`src/hw/rtl/plfs_pkg.sv`:
```
package plfs_pkg;

    localparam int SUM_WIDTH_DEF = 32;

    localparam int POS_W    = 12;
    localparam int SENSOR_W = 10;
    localparam int SPEED_W  = 8;
    localparam int ERR_W    = 12;
    localparam int DERIV_W  = 13;
    localparam int REM_W    = 14;

    localparam logic [POS_W-1:0] CENTRE_POS = 12'd2000;
    localparam logic [POS_W-1:0] MAX_POS    = 12'd4000;

    // integral is kept as quotient and remainder of this divisor
    localparam int SUM_DIV = 10000;

    // error/20 as (|error| * 3277) >> 16, exact for |error| <= 2000
    localparam logic [11:0] RECIP20       = 12'd3277;
    localparam int          RECIP20_SHIFT = 16;

    localparam logic [SPEED_W-1:0]  MAX_SPEED_RST   = 8'd60;
    localparam logic [SENSOR_W-1:0] DEAD_END_TH_RST = 10'd100;
    localparam logic [SENSOR_W-1:0] BRANCH_TH_RST   = 10'd200;

    typedef enum logic [1:0] {
        CFG_MAX_SPEED   = 2'd0,
        CFG_DEAD_END_TH = 2'd1,
        CFG_BRANCH_TH   = 2'd2
    } cfg_idx_t;

    typedef enum logic [1:0] {
        SEG_FOLLOW   = 2'd0,
        SEG_DEAD_END = 2'd1,
        SEG_BRANCH   = 2'd2
    } seg_end_t;

    typedef struct packed {
        logic [SPEED_W-1:0]  max_speed;
        logic [SENSOR_W-1:0] dead_end_th;
        logic [SENSOR_W-1:0] branch_th;
    } cfg_t;

    typedef struct packed {
        logic [POS_W-1:0]    position;
        logic [SENSOR_W-1:0] sensor_far_left;
        logic [SENSOR_W-1:0] sensor_left;
        logic [SENSOR_W-1:0] sensor_centre;
        logic [SENSOR_W-1:0] sensor_right;
        logic [SENSOR_W-1:0] sensor_far_right;
    } sample_t;

    typedef struct packed {
        logic signed [ERR_W-1:0]   err;
        logic signed [DERIV_W-1:0] deriv;
        logic                      rem_nz;
        seg_end_t                  seg_end;
    } integ_t;

endpackage

```
`src/hw/rtl/plfs_integ.sv`:
```
module plfs_integ
    import plfs_pkg::*;
#(
    parameter int SUM_WIDTH = SUM_WIDTH_DEF,
    localparam int QW = SUM_WIDTH - 12
) (
    input  logic                 aclk,
    input  logic                 aresetn,
    input  logic                 load,
    input  sample_t              sample,
    input  cfg_t                 cfg,
    output integ_t               integ,
    output logic signed [QW-1:0] quot
);

    localparam logic [64:0] HALF    = 65'd1 << (SUM_WIDTH - 1);
    localparam logic [64:0] DIV65   = 65'(SUM_DIV);
    localparam logic [64:0] QHI_U   = (HALF - 65'd1) / DIV65;
    localparam logic [64:0] RHI_U   = (HALF - 65'd1) % DIV65;
    localparam logic [64:0] QLO_MAG = (HALF + DIV65 - 65'd1) / DIV65;
    localparam logic [64:0] RLO_U   = QLO_MAG * DIV65 - HALF;

    localparam logic signed [QW-1:0] QHI = QW'(QHI_U);
    localparam logic signed [QW-1:0] QLO = QW'(65'd0 - QLO_MAG);
    localparam logic [REM_W-1:0]     RHI = REM_W'(RHI_U);
    localparam logic [REM_W-1:0]     RLO = REM_W'(RLO_U);
    localparam logic signed [15:0]   DIV16 = 16'(SUM_DIV);

    logic signed [ERR_W-1:0] prev_err_reg, prev_err_next;
    logic signed [QW-1:0]    quot_reg, quot_next;
    logic [REM_W-1:0]        rem_reg, rem_next;
    integ_t                  integ_reg, integ_next;

    logic [POS_W-1:0]        pos_c;
    logic signed [ERR_W-1:0] err;
    logic signed [15:0]      rsum;
    logic signed [QW-1:0]    q1, q_sat;
    logic [REM_W-1:0]        r1, r_sat;
    logic                    dead_end, branch;
    seg_end_t                seg_end;

    always_comb begin
        pos_c = (sample.position > MAX_POS) ? MAX_POS : sample.position;
        err   = $signed(pos_c - CENTRE_POS);

        // floor divmod form: sum = quot*SUM_DIV + rem, 0 <= rem < SUM_DIV
        rsum = $signed({2'b00, rem_reg}) + 16'(err);
        if (rsum < 16'sd0) begin
            q1 = quot_reg - QW'(1);
            r1 = REM_W'(rsum + DIV16);
        end else if (rsum >= DIV16) begin
            q1 = quot_reg + QW'(1);
            r1 = REM_W'(rsum - DIV16);
        end else begin
            q1 = quot_reg;
            r1 = rsum[REM_W-1:0];
        end

        // saturate at the signed limits of the running sum
        priority if (q1 > QHI || (q1 == QHI && r1 > RHI)) begin
            q_sat = QHI;
            r_sat = RHI;
        end else if (q1 < QLO || (q1 == QLO && r1 < RLO)) begin
            q_sat = QLO;
            r_sat = RLO;
        end else begin
            q_sat = q1;
            r_sat = r1;
        end

        dead_end = (sample.sensor_left < cfg.dead_end_th) &&
                   (sample.sensor_centre < cfg.dead_end_th) &&
                   (sample.sensor_right < cfg.dead_end_th);
        branch   = (sample.sensor_far_left > cfg.branch_th) ||
                   (sample.sensor_far_right > cfg.branch_th);
        priority if (dead_end) begin
            seg_end = SEG_DEAD_END;
        end else if (branch) begin
            seg_end = SEG_BRANCH;
        end else begin
            seg_end = SEG_FOLLOW;
        end

        integ_next.err     = err;
        integ_next.deriv   = DERIV_W'(err) - DERIV_W'(prev_err_reg);
        integ_next.rem_nz  = (r_sat != '0);
        integ_next.seg_end = seg_end;

        // a segment end restarts the controller for the next sample
        if (seg_end != SEG_FOLLOW) begin
            prev_err_next = '0;
            quot_next     = '0;
            rem_next      = '0;
        end else begin
            prev_err_next = err;
            quot_next     = q_sat;
            rem_next      = r_sat;
        end
    end

    always_ff @(posedge aclk) begin
        if (!aresetn) begin
            prev_err_reg <= '0;
            quot_reg     <= '0;
            rem_reg      <= '0;
        end else if (load) begin
            prev_err_reg <= prev_err_next;
            quot_reg     <= quot_next;
            rem_reg      <= rem_next;
        end
    end

    logic signed [QW-1:0] quot_out_reg;

    always_ff @(posedge aclk) begin
        if (load) begin
            integ_reg    <= integ_next;
            quot_out_reg <= q_sat;
        end
    end

    assign integ = integ_reg;
    assign quot  = quot_out_reg;

endmodule

```
`src/hw/rtl/plfs_steer.sv`:
```
module plfs_steer
    import plfs_pkg::*;
#(
    parameter int SUM_WIDTH = SUM_WIDTH_DEF,
    localparam int QW = SUM_WIDTH - 12
) (
    input  logic                 aclk,
    input  logic                 load_sum,
    input  logic                 load_out,
    input  integ_t               integ,
    input  logic signed [QW-1:0] quot,
    input  logic [SPEED_W-1:0]   max_speed,
    output logic [SPEED_W-1:0]   left_drive,
    output logic [SPEED_W-1:0]   right_drive,
    output seg_end_t             segment_end
);

    localparam int STW = QW + 4;

    logic signed [STW-1:0] steer_reg, steer_next;
    seg_end_t              seg_sum_reg;
    logic [SPEED_W-1:0]    left_reg, left_next;
    logic [SPEED_W-1:0]    right_reg, right_next;
    seg_end_t              seg_out_reg;

    logic signed [QW-1:0]  quot_trunc;
    logic [ERR_W-2:0]      err_mag;
    logic [22:0]           err_prod;
    logic [6:0]            q20;
    logic signed [STW-1:0] term20;
    logic [DERIV_W-2:0]    d_mag;
    logic [DERIV_W:0]      d3;
    logic signed [STW-1:0] termd;

    always_comb begin
        // floor quotient to truncation toward zero
        quot_trunc = quot + QW'(quot < 0 && integ.rem_nz);

        err_mag  = integ.err[ERR_W-1] ? (ERR_W-1)'(-integ.err) : integ.err[ERR_W-2:0];
        err_prod = 23'(err_mag) * 23'(RECIP20);
        q20      = err_prod[22:RECIP20_SHIFT];
        term20   = integ.err[ERR_W-1] ? -STW'(q20) : STW'(q20);

        d_mag = integ.deriv[DERIV_W-1] ? (DERIV_W-1)'(-integ.deriv)
                                        : integ.deriv[DERIV_W-2:0];
        d3    = (DERIV_W+1)'(d_mag) * (DERIV_W+1)'(3);
        termd = integ.deriv[DERIV_W-1] ? -STW'(d3 >> 1) : STW'(d3 >> 1);

        steer_next = STW'(quot_trunc) + term20 + termd;
    end

    always_ff @(posedge aclk) begin
        if (load_sum) begin
            steer_reg   <= steer_next;
            seg_sum_reg <= integ.seg_end;
        end
    end

    logic signed [STW-1:0] lim;
    logic signed [STW-1:0] steer_c;

    always_comb begin
        lim = $signed(STW'(max_speed));
        priority if (steer_reg > lim) begin
            steer_c = lim;
        end else if (steer_reg < -lim) begin
            steer_c = -lim;
        end else begin
            steer_c = steer_reg;
        end

        if (steer_c < 0) begin
            left_next  = SPEED_W'(lim + steer_c);
            right_next = max_speed;
        end else begin
            left_next  = max_speed;
            right_next = SPEED_W'(lim - steer_c);
        end
    end

    always_ff @(posedge aclk) begin
        if (load_out) begin
            left_reg    <= left_next;
            right_reg   <= right_next;
            seg_out_reg <= seg_sum_reg;
        end
    end

    assign left_drive  = left_reg;
    assign right_drive = right_reg;
    assign segment_end = seg_out_reg;

endmodule

```
`src/hw/rtl/pid_line_follow_steer.sv`:
```
// Channel | Direction | Handshake                   | Fields (tdata, lowest bit first)
// s_      | in        | s_tvalid / s_tready         | position, five sensor levels
// m_      | out       | m_tvalid / m_tready         | left_drive, right_drive, segment_end
// cfg_    | in        | cfg_wr_en                   | cfg_index, cfg_wdata
//
// One sample per cycle sustained while m_tready is high; an accepted sample passes the input
// register, then the integral update, steering sum, clamp and mix registers to m_tvalid.
// The integral is held as quotient and remainder of 10000, updated in the integral stage.
// Each stage holds while the one after it is full and stalled; s_tready falls only when
// all four stages are occupied and m_tready is low.
// aresetn clears stage valids and the controller state and sets the configuration registers to their defaults.
module pid_line_follow_steer
    import plfs_pkg::*;
#(
    parameter int SUM_WIDTH = SUM_WIDTH_DEF
) (
    input  logic        aclk,
    input  logic        aresetn,

    input  logic        s_tvalid,
    output logic        s_tready,
    // position[11:0], sensor_far_left[21:12], sensor_left[31:22], sensor_centre[41:32],
    // sensor_right[51:42], sensor_far_right[61:52], zero[63:62]
    input  logic [63:0] s_tdata,

    output logic        m_tvalid,
    input  logic        m_tready,
    // left_drive[7:0], right_drive[15:8], segment_end[17:16], zero[23:18]
    output logic [23:0] m_tdata,

    input  logic        cfg_wr_en,
    input  logic [1:0]  cfg_index,
    input  logic [9:0]  cfg_wdata
);

    localparam int QW = SUM_WIDTH - 12;

    cfg_t    cfg_reg;
    sample_t sample_reg;
    logic    v0_reg, v1_reg, v2_reg, v3_reg;
    logic    rdy0, rdy1, rdy2, rdy3;

    always_ff @(posedge aclk) begin
        if (!aresetn) begin
            cfg_reg.max_speed   <= MAX_SPEED_RST;
            cfg_reg.dead_end_th <= DEAD_END_TH_RST;
            cfg_reg.branch_th   <= BRANCH_TH_RST;
        end else if (cfg_wr_en) begin
            unique case (cfg_index)
                CFG_MAX_SPEED:   cfg_reg.max_speed   <= cfg_wdata[SPEED_W-1:0];
                CFG_DEAD_END_TH: cfg_reg.dead_end_th <= cfg_wdata;
                CFG_BRANCH_TH:   cfg_reg.branch_th   <= cfg_wdata;
                default: ;
            endcase
        end
    end

    // a stage takes a new word when empty or when its word moves on
    assign rdy3     = !v3_reg || m_tready;
    assign rdy2     = !v2_reg || rdy3;
    assign rdy1     = !v1_reg || rdy2;
    assign rdy0     = !v0_reg || rdy1;
    assign s_tready = rdy0;
    assign m_tvalid = v3_reg;

    always_ff @(posedge aclk) begin
        if (!aresetn) begin
            v0_reg <= 1'b0;
            v1_reg <= 1'b0;
            v2_reg <= 1'b0;
            v3_reg <= 1'b0;
        end else begin
            if (rdy0) v0_reg <= s_tvalid;
            if (rdy1) v1_reg <= v0_reg;
            if (rdy2) v2_reg <= v1_reg;
            if (rdy3) v3_reg <= v2_reg;
        end
    end

    always_ff @(posedge aclk) begin
        if (s_tvalid && rdy0) begin
            sample_reg.position         <= s_tdata[11:0];
            sample_reg.sensor_far_left  <= s_tdata[21:12];
            sample_reg.sensor_left      <= s_tdata[31:22];
            sample_reg.sensor_centre    <= s_tdata[41:32];
            sample_reg.sensor_right     <= s_tdata[51:42];
            sample_reg.sensor_far_right <= s_tdata[61:52];
        end
    end

    integ_t               integ;
    logic signed [QW-1:0] quot;
    logic [SPEED_W-1:0]   left_drive, right_drive;
    seg_end_t             segment_end;

    plfs_integ #(
        .SUM_WIDTH (SUM_WIDTH)
    ) u_integ (
        .aclk    (aclk),
        .aresetn (aresetn),
        .load    (v0_reg && rdy1),
        .sample  (sample_reg),
        .cfg     (cfg_reg),
        .integ   (integ),
        .quot    (quot)
    );

    plfs_steer #(
        .SUM_WIDTH (SUM_WIDTH)
    ) u_steer (
        .aclk        (aclk),
        .load_sum    (v1_reg && rdy2),
        .load_out    (v2_reg && rdy3),
        .integ       (integ),
        .quot        (quot),
        .max_speed   (cfg_reg.max_speed),
        .left_drive  (left_drive),
        .right_drive (right_drive),
        .segment_end (segment_end)
    );

    assign m_tdata = {6'b0, segment_end, right_drive, left_drive};

`ifndef NO_ASSERTIONS
    a_drive_limit: assert property (@(posedge aclk) disable iff (!aresetn)
        m_tvalid |-> (left_drive <= cfg_reg.max_speed && right_drive <= cfg_reg.max_speed))
        else $error("drive above max speed");

    a_one_side_full: assert property (@(posedge aclk) disable iff (!aresetn)
        m_tvalid |-> (left_drive == cfg_reg.max_speed || right_drive == cfg_reg.max_speed))
        else $error("neither drive at max speed");

    a_full_stall: assert property (@(posedge aclk) disable iff (!aresetn)
        (v0_reg && v1_reg && v2_reg && v3_reg && !m_tready) |-> !s_tready)
        else $error("input taken while pipeline full and stalled");

    a_bubble_ready: assert property (@(posedge aclk) disable iff (!aresetn)
        (!v0_reg || !v1_reg || !v2_reg || !v3_reg) |-> s_tready)
        else $error("input stalled with an empty stage");
`endif

endmodule
```
`config.mk`:
```
export PLATFORM = sky130hd
export DESIGN_NAME = pid_line_follow_steer
export DESIGN_NICKNAME = d
export VERILOG_FILES = /design/src/hw/rtl/plfs_pkg.sv /design/src/hw/rtl/plfs_integ.sv /design/src/hw/rtl/plfs_steer.sv /design/src/hw/rtl/pid_line_follow_steer.sv
export SDC_FILE = /design/constraint.sdc
export NUM_CORES = 1
export LEC_CHECK = 0
export ABC_CLOCK_PERIOD_IN_PS = 13700
export BUFFER_PORTS_ARGS = -buffer_cell sky130_fd_sc_hd__buf_2
export CAP_MARGIN = 20
export CORE_MARGIN = 2
export CORE_UTILIZATION = 34
export DETAILED_ROUTE_END_ITERATION = 16
export GPL_ROUTABILITY_DRIVEN = 0
export PLACE_DENSITY_LB_ADDON = 0.25
export SYNTH_ARGS = -nofsm -noshare
export SYNTH_HDL_FRONTEND = slang
export SYNTH_SLANG_ARGS = --single-unit
```
`constraint.sdc`:
```
create_clock -name aclk -period 13.7 [get_ports aclk]
set_input_delay 0 -clock aclk [delete_from_list [all_inputs] [get_ports aclk]]
set_output_delay 0 -clock aclk [all_outputs]
set_load 0.005 [all_outputs]
```
==> results of run 1 <==
[power groups by stage]
| stage | clock network, W | logic [W] | registers (W) |
|---|---|---|---|
| 6_report | 0.000738 | 0.00190 | 0.000961 |
| 3_3_place_gp | 0 | 0.00185 | 0.000976 |
| 5_1_grt | 0.000788 | 0.00220 | 0.000970 |
| 3_5_place_dp | 0 | 0.00189 | 0.000977 |
| 4_1_cts | 0.000762 | 0.00192 | 0.000962 |
| 2_1_floorplan | 0 | 0.00147 | 0.000955 |
[routing by layer]
layer,up-vias,routed length [µm]
met1,7551,22300
met3,91,1710
met5,-,11
met2,316,24100
li1,7961,-
met4,2,1510
[through the flow]
| step | std cells | utilization, % |
|---|---|---|
| 3_3_place_gp | 2916 | 36.5 |
| 5_1_grt | 3054 | 39.6 |
| 3_5_place_dp | 2916 | 36.5 |
| 4_1_cts | 3053 | 39.6 |
| 2_1_floorplan | 2110 | - |
| 6_report | 3054 | 39.6 |
[layout make-up]
cell class | instances | area (µm²) | share of cell area, %
multi-input cells | 1611 | 12500 | 54.9
inverters | 193 | 724 | 3.18
clock buffers | 32 | 716 | 3.14
repair buffers | 201 | 1480 | 6.51
clock inverters | 20 | 205 | 0.901
well taps | 765 | 957 | 4.20
flip-flops and latches | 232 | 6190 | 27.2
[kinds of logic (layout without fill, tap and decap cells)]
kind of cell,count (synthesis),count (layout),synth area share (%)
muxes,10,10,0.534
and+or+nand+nor,644,644,16.6
AOI/OAI and AO/OA,513,513,18.7
xor gates and xnor gates,145,145,6.45
buffers and inverters,267,446,5.46
other,1,6,0.0190
DFF,232,232,31.4
adders and majority gates,293,293,20.9
[cell usage after synthesis, types with 41 or more instances]
master    count  share of area (%)
ha_1        234                 15
inv_1       192                3.7
nand2_1     169                3.2
edfxtp_1    154                 23
nor2_1      137                2.6
a21oi_1     116                2.9
xnor2_1      98                4.4
dfxtp_1      78                7.9
o21ai_0      75                1.9
fa_1         59                6.0
nand3_1      58                1.5
a21o_1       49                1.9
xor2_1       47                2.1
clkbuf_1     45               0.86
nor3_1       41                1.0
[how the worst max path moves through the flow]
stage | from | end
global route | u_integ.integ[16] | u_steer.steer_reg[22]
floorplan | u_integ.integ[16] | u_steer.steer_reg[23]
CTS | u_integ.integ[16] | u_steer.steer_reg[22]
finish | u_integ.integ[16] | u_steer.steer_reg[22]
global placement | u_integ.integ[16] | u_steer.steer_reg[22]
detailed placement | u_integ.integ[16] | u_steer.steer_reg[22]
==> results.md, run 1 <==
- Number of antenna cells inserted: 0
- Seq/Total Area, Yosys: a little under a third
- Time the worst path needs with I/O delays and setup: about 11 ns
- Global-route met2 utilization: 28.9%
- Buffers inserted during post-CTS setup optimization: 0
- Number of synthesized register bits: 232
- Unique masters post-synth: between 100 and 150
- Share of synthesized registers carrying an async set or reset: 0%
- Syn Std Cell Area: 19700 µm²
- TritonCTS clock tree: done
- Outcome: finished clean
- DP Worst Slack: 2.60 ns
- Vias in the first global route: 15800
- Cell count after synthesis: 2105
- Worst-case clock buffer depth: 3
- Starting density of the core: 34.3%
- Detailed-router iteration count before antenna repair: 5
- Achievable Freq: 89.7 MHz
- R2R cell count: 35
- Origin of the critical flop-to-flop path: u_integ.integ[16]
- Static power due to leakage: 9.49 nW
- Core footprint: between 50000 and 60000 µm²
- Antenna violations before repair: 1
- Kind of launch point of the worst setup path: register
- Power, Total: 0.00360 W
- Worst supply voltage drop on vdd: 0.135 mV
- Synthesis-to-layout area growth: 15.6%
- Final Net Count: 2641
- Placement Rows: 88
- Number of I/O pins: 107
- Hold/Removal Path Class: in2reg
- Internal cell power: 0.00214 W
- Global-route wire length before repair: 80700 µm
- # H-tree levels: 1
- Ratio of cells with drive above 1 in the final layout: 10.4%
- Maximum number of pins on one net before global-route repair: 51
- Mean post-synth cell area: 9.36 µm²
- Worst min-delay path startpoint: s_tdata[31]
- EDFF count, synth: 154
- Cts repair resizes: 0
- Worst Hold Endpoint: sample_reg[39]
- Kind of end point of the critical path: register
- Die H: 245 µm
- Detail Placement HPWL: ~38000 µm
- Net Sw Frac: 40.6%
- Total net switching power: roughly 0.0015 W
- Port Buffer Count: 98
- Via-per-instance ratio: 5.21
- Num Clock Sinks: 232
- Fillers: 5761
- Hold bufs inserted after CTS: 85
- Routed wire per std cell: 16.2 µm
- Clock latency on the worst-skew pair: roughly 0.58 ns
- Commonest non-fill, non-tap cell in the layout: ha_1
- Primary flip-flop cell chosen by synthesis mapping: edfxtp_1
- Detailed Route Iter0 Violations: 983
- Overflow left after global routing: 0
- Slowest library cell on the worst path: edfxtp_1
- Slew margin rel.: 24.1%
- Total routed wirelength: 49600 µm
- CP Depth: 35
- Clock skew after layout: roughly 0.022 ns
- Setup slack, reg-to-reg: approximately 2.6 ns
- Largest register FFs: 62
- Worst Hold Slack: 0.129 ns
- Max FO, Critical Path: 8
- Delay-heaviest family, CP: compound AO/OA/AOI/OAI gates
- Max-Cap Viols: 0
- Most frequent cells in the layout: ha_1 (234), inv_1 (191), nand2_1 (169)
- Number of buffers and inverters on the critical path: 5
- Clock Power Share: approximately a fifth
- Critical path's largest stage delay: about 0.55 ns
- Routing usage on met3: 1.63%
- Clock slew seen by the registers of the worst setup and hold paths: 0.06 ns
- Die ar.: 59900 µm²
- Number of max-slew violations in the final report: 0
- Final std cell area, no fill: 22800 µm²
- Sequential cell fraction of total power: 26.7%
- Global routing's busiest layer: met2
- Post-route ant nets: 0
- Warnings, synthesis: 0
- DRC violation count after routing: 0
- Total routing resource utilization after global routing: between 15 and 20%
- Met1 global-route usage: 20.8%
- Kind of critical path: reg2reg
- Number of vias after detailed routing: between 15000 and 20000
- Reg2reg end: u_steer.steer_reg[22]
- Period utilization: 81.4%
- Number of buffers inserted during clock tree synthesis: 28
- Setup repair after global routing missed its margin: no
- Final total negative setup slack: 0 ns
- Final setup violation count: 0
- Required time reported for the critical path endpoint: 14.01 ns
- Power share of the combinational group: 52.8%
- Count of final hold-check violations: 0
- Minimum setup slack in the final design: 2.55 ns
- Slew at the pin closest to its max-slew limit: 1.14 ns
- Placed cell areas: between 20000 and 25000 µm²
- CTS root buf: clkbuf_16
- Hold depth: 2
- Overall die width: 245 µm
- Signal arrival time at the worst endpoint: 11.46 ns
- Power density cells: 158 nW/µm²
(Power assumes the default switching activity.)
==> inputs of run 2 (changes only) <==
Settings changed: ABC_AREA set to 1, ABC_CLOCK_PERIOD_IN_PS 13700 to 9400.
Clock period 13.7 ns to 9.4 ns, I/O delays scaled along.
==> results.md, run 2 <==
- Outcome: finished clean
- Worst-case clock buffer depth: 3
- Num Clock Sinks: 232
- Antenna violations before repair: 0
- Detailed-router iteration count before antenna repair: 5
- Fillers: 5807
- Signal arrival time at the worst endpoint: 9.12 ns
- Count of final hold-check violations: 0
- Overflow left after global routing: 0
- Hold/Removal Path Class: in2reg
- Most frequent cells in the layout: nand2_1 (498), inv_1 (370), ha_1 (232)
- # H-tree levels: 1
- Synthesis-to-layout area growth: 15.8%
- Area share of the leading cell type in the synthesized netlist: between 20% and 30%
- Critical path's largest stage delay: 0.58 ns
- Number of I/O pins: 107
- Primary flip-flop cell chosen by synthesis mapping: edfxtp_1
- Starting density of the core: 34.2%
- Top cell type by total area after synthesis: edfxtp_1
- Syn Std Cell Area: 19700 µm²
- Time the worst path needs with I/O delays and setup: roughly 9 ns
- Slew margin rel.: 27.8%
- Vias in the first global route: 16400
- Required time reported for the critical path endpoint: 9.70 ns
- Post-route ant nets: 0
- Max-Cap Viols: 0
- Cell with the most instances after synthesis: nand2_1
- Achievable Freq: between 100 and 150 MHz
- Clock skew after layout: 0.0238 ns
- Total area of multi-input combinational cells: 11900 µm²
- Final setup violation count: 0
- Clock slew seen by the registers of the worst setup and hold paths: about 0.060 ns
- Warnings, synthesis: 0
- Ratio of cells with drive above 1 in the final layout: 9.13%
- Core footprint: 57500 µm²
- Placement Rows: 88
- Placed cell areas: 21000 µm²
- Detailed Route Iter0 Violations: 839
- Number of antenna cells inserted: 0
- Largest register FFs: 62
- Unique masters post-synth: 56
- Max FO, Critical Path: 4
- TritonCTS clock tree: done
- DRC violation count after routing: 0
- EDFF count, synth: 154
- Total routed wirelength: between 40000 and 50000 µm
- Total routing resource utilization after global routing: 16.3%
- Die H: 245 µm
- Commonest non-fill, non-tap cell in the layout: nand2_1
- Routed wire per std cell: 14.4 µm
- Kind of launch point of the worst setup path: register
- Detail Placement HPWL: about 38000 µm
- Number of synthesized register bits: 232
- Seq/Total Area, Yosys: 31.4%
- Number of buffers inserted during clock tree synthesis: 26
- Die ar.: 59800 µm²
- Port Buffer Count: 98
- Maximum number of pins on one net before global-route repair: 51
- Global-route wire length before repair: 80500 µm
- Origin of the critical flop-to-flop path: u_integ.integ[16]
- Final total negative setup slack: 0 ns
- R2R cell count: between 40 and 50
- Power density cells: 254 nW/µm²
- Slowest library cell on the worst path: fa_1
- Slew at the pin closest to its max-slew limit: 1.08 ns
- Final std cell area, no fill: 22800 µm²
- Biggest area contributors in the synthesized netlist: edfxtp_1 (23%), ha_1 (15%), nand2_1 (9.5%), dfxtp_1 (7.9%), inv_1 (7.1%)
- Setup slack, reg-to-reg: between 0.5 and 0.6 ns
- Overall die width: about 240 µm
- Top cells by count, synth: nand2_1 (500), inv_1 (371), ha_1 (234)
- Clock latency on the worst-skew pair: 0.56 ns
- CTS root buf: clkbuf_16
- Hold depth: 3
- Worst min-delay path startpoint: cfg_wr_en
- Share of the core filled with cells: 39.7%
- Number of max-slew violations in the final report: 0
- Reg2reg end: u_steer.steer_reg[23]
- Final Net Count: between 2000 and 3000
- Cell count after synthesis: 2429
- Period utilization: 93.8%
- Kind of end point of the critical path: register
- Storage cell area: 6190 µm²
- Via-per-instance ratio: between 4 and 5
- Static power due to leakage: 10.5 nW
- Share of synthesized registers carrying an async set or reset: 0%
- Worst supply voltage drop on vdd: 0.308 mV
- Mean post-synth cell area: 8.10 µm²
- Number of vias after detailed routing: 16300
- Worst Hold Endpoint: cfg_reg[11]
- Kind of critical path: reg2reg
==> run 2: cell types whose count changed after synthesis, sizes merged, moves of 21 or more <==
cell    before  now
inv        193  379
a21o        49    1
xor2        47  119
nand2b      24    1
nor2b       23    0
xnor2       98   33
or3         23    1
a21oi      118  178
nand2      170  517
and3        27    0
nand3       60  161
and2        24    3
==> run 2: critical path: cells and delay by family (launching register included) <==
family / cells / cell delay (ns)
AO/OA/AOI/OAI: 15 / 2.09
XOR/XNOR: 4 / 0.71
adder cells (fa/ha/maj): 10 / 3.52
buffers and inverters: 8 / 0.75
flip-flops: 1 / 0.38
AND/OR/NAND/NOR: 11 / 1.12
==> run 2: worst max path at each step <==
stage / from / end / slack [ns] / depth (start not counted)
2_1_floorplan: u_integ.integ[16] / u_steer.steer_reg[23] / 0.63 / 44
4_1_cts: u_integ.integ[17] / u_steer.steer_reg[23] / 0.07 / 44
3_5_place_dp: u_integ.integ[17] / u_steer.steer_reg[23] / 0.07 / 44
3_3_place_gp: u_integ.integ[16] / u_steer.steer_reg[23] / 0.21 / 44
6_report: u_integ.integ[16] / u_steer.steer_reg[23] / 0.58 / 48
5_1_grt: u_integ.integ[17] / u_steer.steer_reg[22] / -0.02 / 48
==> run 2: final cells by class <==
type | count | area share (%)
inverter | 381 | 6.27
clock buffer | 33 | 3.10
clock inverter | 15 | 0.522
timing repair buffer | 205 | 6.65
multi-input combinational | 1762 | 52.1
tap | 765 | 4.20
sequential | 232 | 27.1
==> run 2: per-layer routing <==
metal / vias to the layer above / global-route usage [%] / part of all wire (%)
li1: 8395 / - / -
met1: 7556 / 20.3 / 45
met2: 314 / 29.4 / 49
met3: 75 / 2.15 / 4.0
met4: 0 / 4.43 / 2.3
met5: - / 0 / 0
==> run 2: repair_timing <==
action                                 4_1_cts  5_1_grt
setup endpoints to repair                    0       10
hold buffers                                84        0
gates resized for setup                      0       23
setup buffers                                0        6
endpoints found under the hold margin       94        0
==> run 2: logic make-up (layout without fill, tap and decap cells) <==
kind of cell,Yosys count,count (layout),share of synthesized area (%)
other,1,6,0.0190
DFF,232,232,31.4
buffers and inverters,440,634,8.95
AOI/OAI and AO/OA,369,369,10.6
xor gates and xnor gates,152,152,6.86
muxes,1,1,0.0509
and+or+nand+nor,941,941,21.2
adders and majority gates,293,293,20.9
==> run 2: where the power goes <==
part / internal, W / switching (W) / total (W)
logic: 0.00139 / 0.00198 / 0.00338
registers: 0.00135 / 0.0000796 / 0.00143
clock network: 0.000561 / 0.000429 / 0.000990
==> run 2: through the flow <==
| step | worst slack [ns] | power, W | cells | hold WS, ns |
|---|---|---|---|---|
| finish | 0.581 | 0.00580 | 3393 | 0.102 |
| CTS | 0.0687 | 0.00568 | 3387 | 0.0851 |
| global placement | 0.208 | 0.00459 | 3254 | 0.177 |
| global route | -0.0156 | 0.00643 | 3393 | 0.132 |
| floorplan | 0.627 | 0.00387 | 2434 | 0.0989 |
| detailed placement | 0.0747 | 0.00463 | 3255 | 0.178 |
==> inputs of run 3 (changes only) <==
Settings changed: MAX_ROUTING_LAYER set to met4.
==> results.md, run 3 (synthesis results as in run 2) <==
- Worst min-delay path startpoint: cfg_wr_en
- Worst supply voltage drop on vdd: slightly above 0.3 mV
- Achievable Freq: 113 MHz
- # H-tree levels: 1
- Die ar.: 59800 µm²
- Hold/Removal Path Class: in2reg
- Final Net Count: 2982
- Number of buffers inserted during clock tree synthesis: 26
- Maximum number of pins on one net before global-route repair: 51
- Clock skew after layout: 0.0244 ns
- Num Clock Sinks: 232
- Reg2reg end: u_steer.steer_reg[23]
- CTS root buf: clkbuf_16
- Minimum setup slack in the final design: between 0.5 and 0.6 ns
- Number of vias after detailed routing: 16300
- Max FO, Critical Path: 4
- Net Sw Frac: roughly 43%
- Via-per-instance ratio: 4.81
- Power density cells: 255 nW/µm²
- Time the worst path needs with I/O delays and setup: roughly 9 ns
- Routed wire per std cell: 14.4 µm
- Storage cell area: a little over 6000 µm²
- Overflow left after global routing: 0
- Clock Power Share: 17.1%
- Detailed Route Iter0 Violations: 843
- Antenna violations before repair: 0
- Critical path's largest stage delay: roughly 0.58 ns
- Starting density of the core: 34.2%
- CP endpoint: u_steer.steer_reg[23]
- Ratio of cells with drive above 1 in the final layout: a little under a tenth
- Commonest non-fill, non-tap cell in the layout: nand2_1
- Number of I/O pins: 107
- R2R cell count: 48
- Largest register FFs: 62
- Most frequent cells in the layout: nand2_1 (498), inv_1 (370), ha_1 (232)
- Total routing resource utilization after global routing: 16.8%
- Signal arrival time at the worst endpoint: 9.12 ns
- Number of max-slew violations in the final report: 0
- Slowest library cell on the worst path: fa_1
- Power share of the combinational group: 58.3%
- Placed cell areas: 21000 µm²
- Worst-case clock buffer depth: 3
- Clock slew seen by the registers of the worst setup and hold paths: roughly 0.060 ns
- Fillers: 5807
- Clock latency on the worst-skew pair: 0.56 ns
- DRC violation count after routing: 0
- Internal cell power: 0.00331 W
- Count of final hold-check violations: 0
- Detail Placement HPWL: around 38000 µm
- Die H: about 240 µm
- Placement Rows: 88
- Power, Total: 0.00580 W
- Total routed wirelength: 49000 µm
- Post-route ant nets: 0
- Origin of the critical flop-to-flop path: u_integ.integ[16]
- Max-Cap Viols: 0
- Detailed-router iteration count before antenna repair: 5
- Slew margin rel.: 27.6%
- Outcome: finished clean
- Final setup violation count: 0
- DP Worst Slack: 0.0747 ns
- Port Buffer Count: 98
- Number of antenna cells inserted: 0
- First element of the critical path: u_integ.integ[16]
- Overall die width: roughly 240 µm
- Period utilization: a little over nine tenths
- Required time reported for the critical path endpoint: roughly 9.7 ns
- Total net switching power: 0.00250 W
- Setup slack, reg-to-reg: approximately 0.58 ns
- Global-route wire length before repair: 80500 µm
- Kind of end point of the critical path: register
- Final std cell area, no fill: 22800 µm²
- TritonCTS clock tree: done
- Kind of launch point of the worst setup path: register
- Core footprint: 57500 µm²
- Vias in the first global route: 16400
- Kind of critical path: reg2reg
- Static power due to leakage: 10.5 nW
- Sequential cell fraction of total power: 24.6%
- Slew at the pin closest to its max-slew limit: 1.09 ns
- Synthesis-to-layout area growth: 15.8%
- Total area of multi-input combinational cells: 11900 µm²
-- run 3: cell counts in the layout (fill, tap and decap cells not counted) --
No cell type changed its count.
-- run 3: metal layers --
layer | track usage (%) | share of wire, % | vias to the layer above
met3 | 2.15 | 4.0 | 79
li1 | - | - | 8396
met5 | - | 0 | -
met2 | 29.4 | 48 | 312
met4 | 4.38 | 2.3 | 0
met1 | 20.4 | 45 | 7532
-- run 3: worst max-delay path, delay by kind of cell (launching register included) --
family | cells | cell delay, ns
fa+ha+maj | 10 | 3.52
xor+xnor | 4 | 0.70
buf+inv | 8 | 0.75
compound gates | 15 | 2.09
simple gates | 11 | 1.12
flops | 1 | 0.38
-- run 3: how the worst min path moves through the flow --
stage / slack [ns] / endpoint / cells past startpoint
after floorplan: 0.1 / sample_reg[0] / 0
after global placement: 0.18 / sample_reg[61] / 1
after detailed placement: 0.18 / sample_reg[51] / 1
after CTS: 0.09 / cfg_reg[11] / 3
after global routing: 0.13 / sample_reg[15] / 2
final: 0.10 / cfg_reg[11] / 3
-- run 3: stage by stage --
| stage | setup TNS [ns] | instances | hold WS [ns] | utilization, % |
|---|---|---|---|---|
| floorplan | 0 | 2434 | 0.0989 | - |
| global placement | 0 | 3254 | 0.177 | 36.5 |
| detailed placement | 0 | 3255 | 0.178 | 36.5 |
| CTS | 0 | 3387 | 0.0851 | 39.4 |
| global route | -0.0195 | 3393 | 0.132 | 39.7 |
| finish | 0 | 3393 | 0.101 | 39.7 |
-- run 3: final cells by class --
cell class / count / share of cell area [%]
clock buffer: 33 / 3.10
clock inverter: 15 / 0.522
inverter: 381 / 6.27
multi-input combinational: 1762 / 52.1
sequential: 232 / 27.1
tap: 765 / 4.20
timing repair buffer: 205 / 6.65
-- run 3: power by group through the flow --
stage,sequential (W),clock [W],combinational [W]
6_report,0.00143,0.000990,0.00339
5_1_grt,0.00144,0.00106,0.00393
4_1_cts,0.00143,0.00102,0.00323
3_5_place_dp,0.00145,0,0.00318
3_3_place_gp,0.00145,0,0.00314
2_1_floorplan,0.00141,0,0.00246
-- run 3: repair_timing --
item,4_1_cts,5_1_grt
gates resized for setup,0,23
setup buffers,0,6
endpoints found under the hold margin,94,0
hold buffers,84,0
setup endpoints to repair,0,10
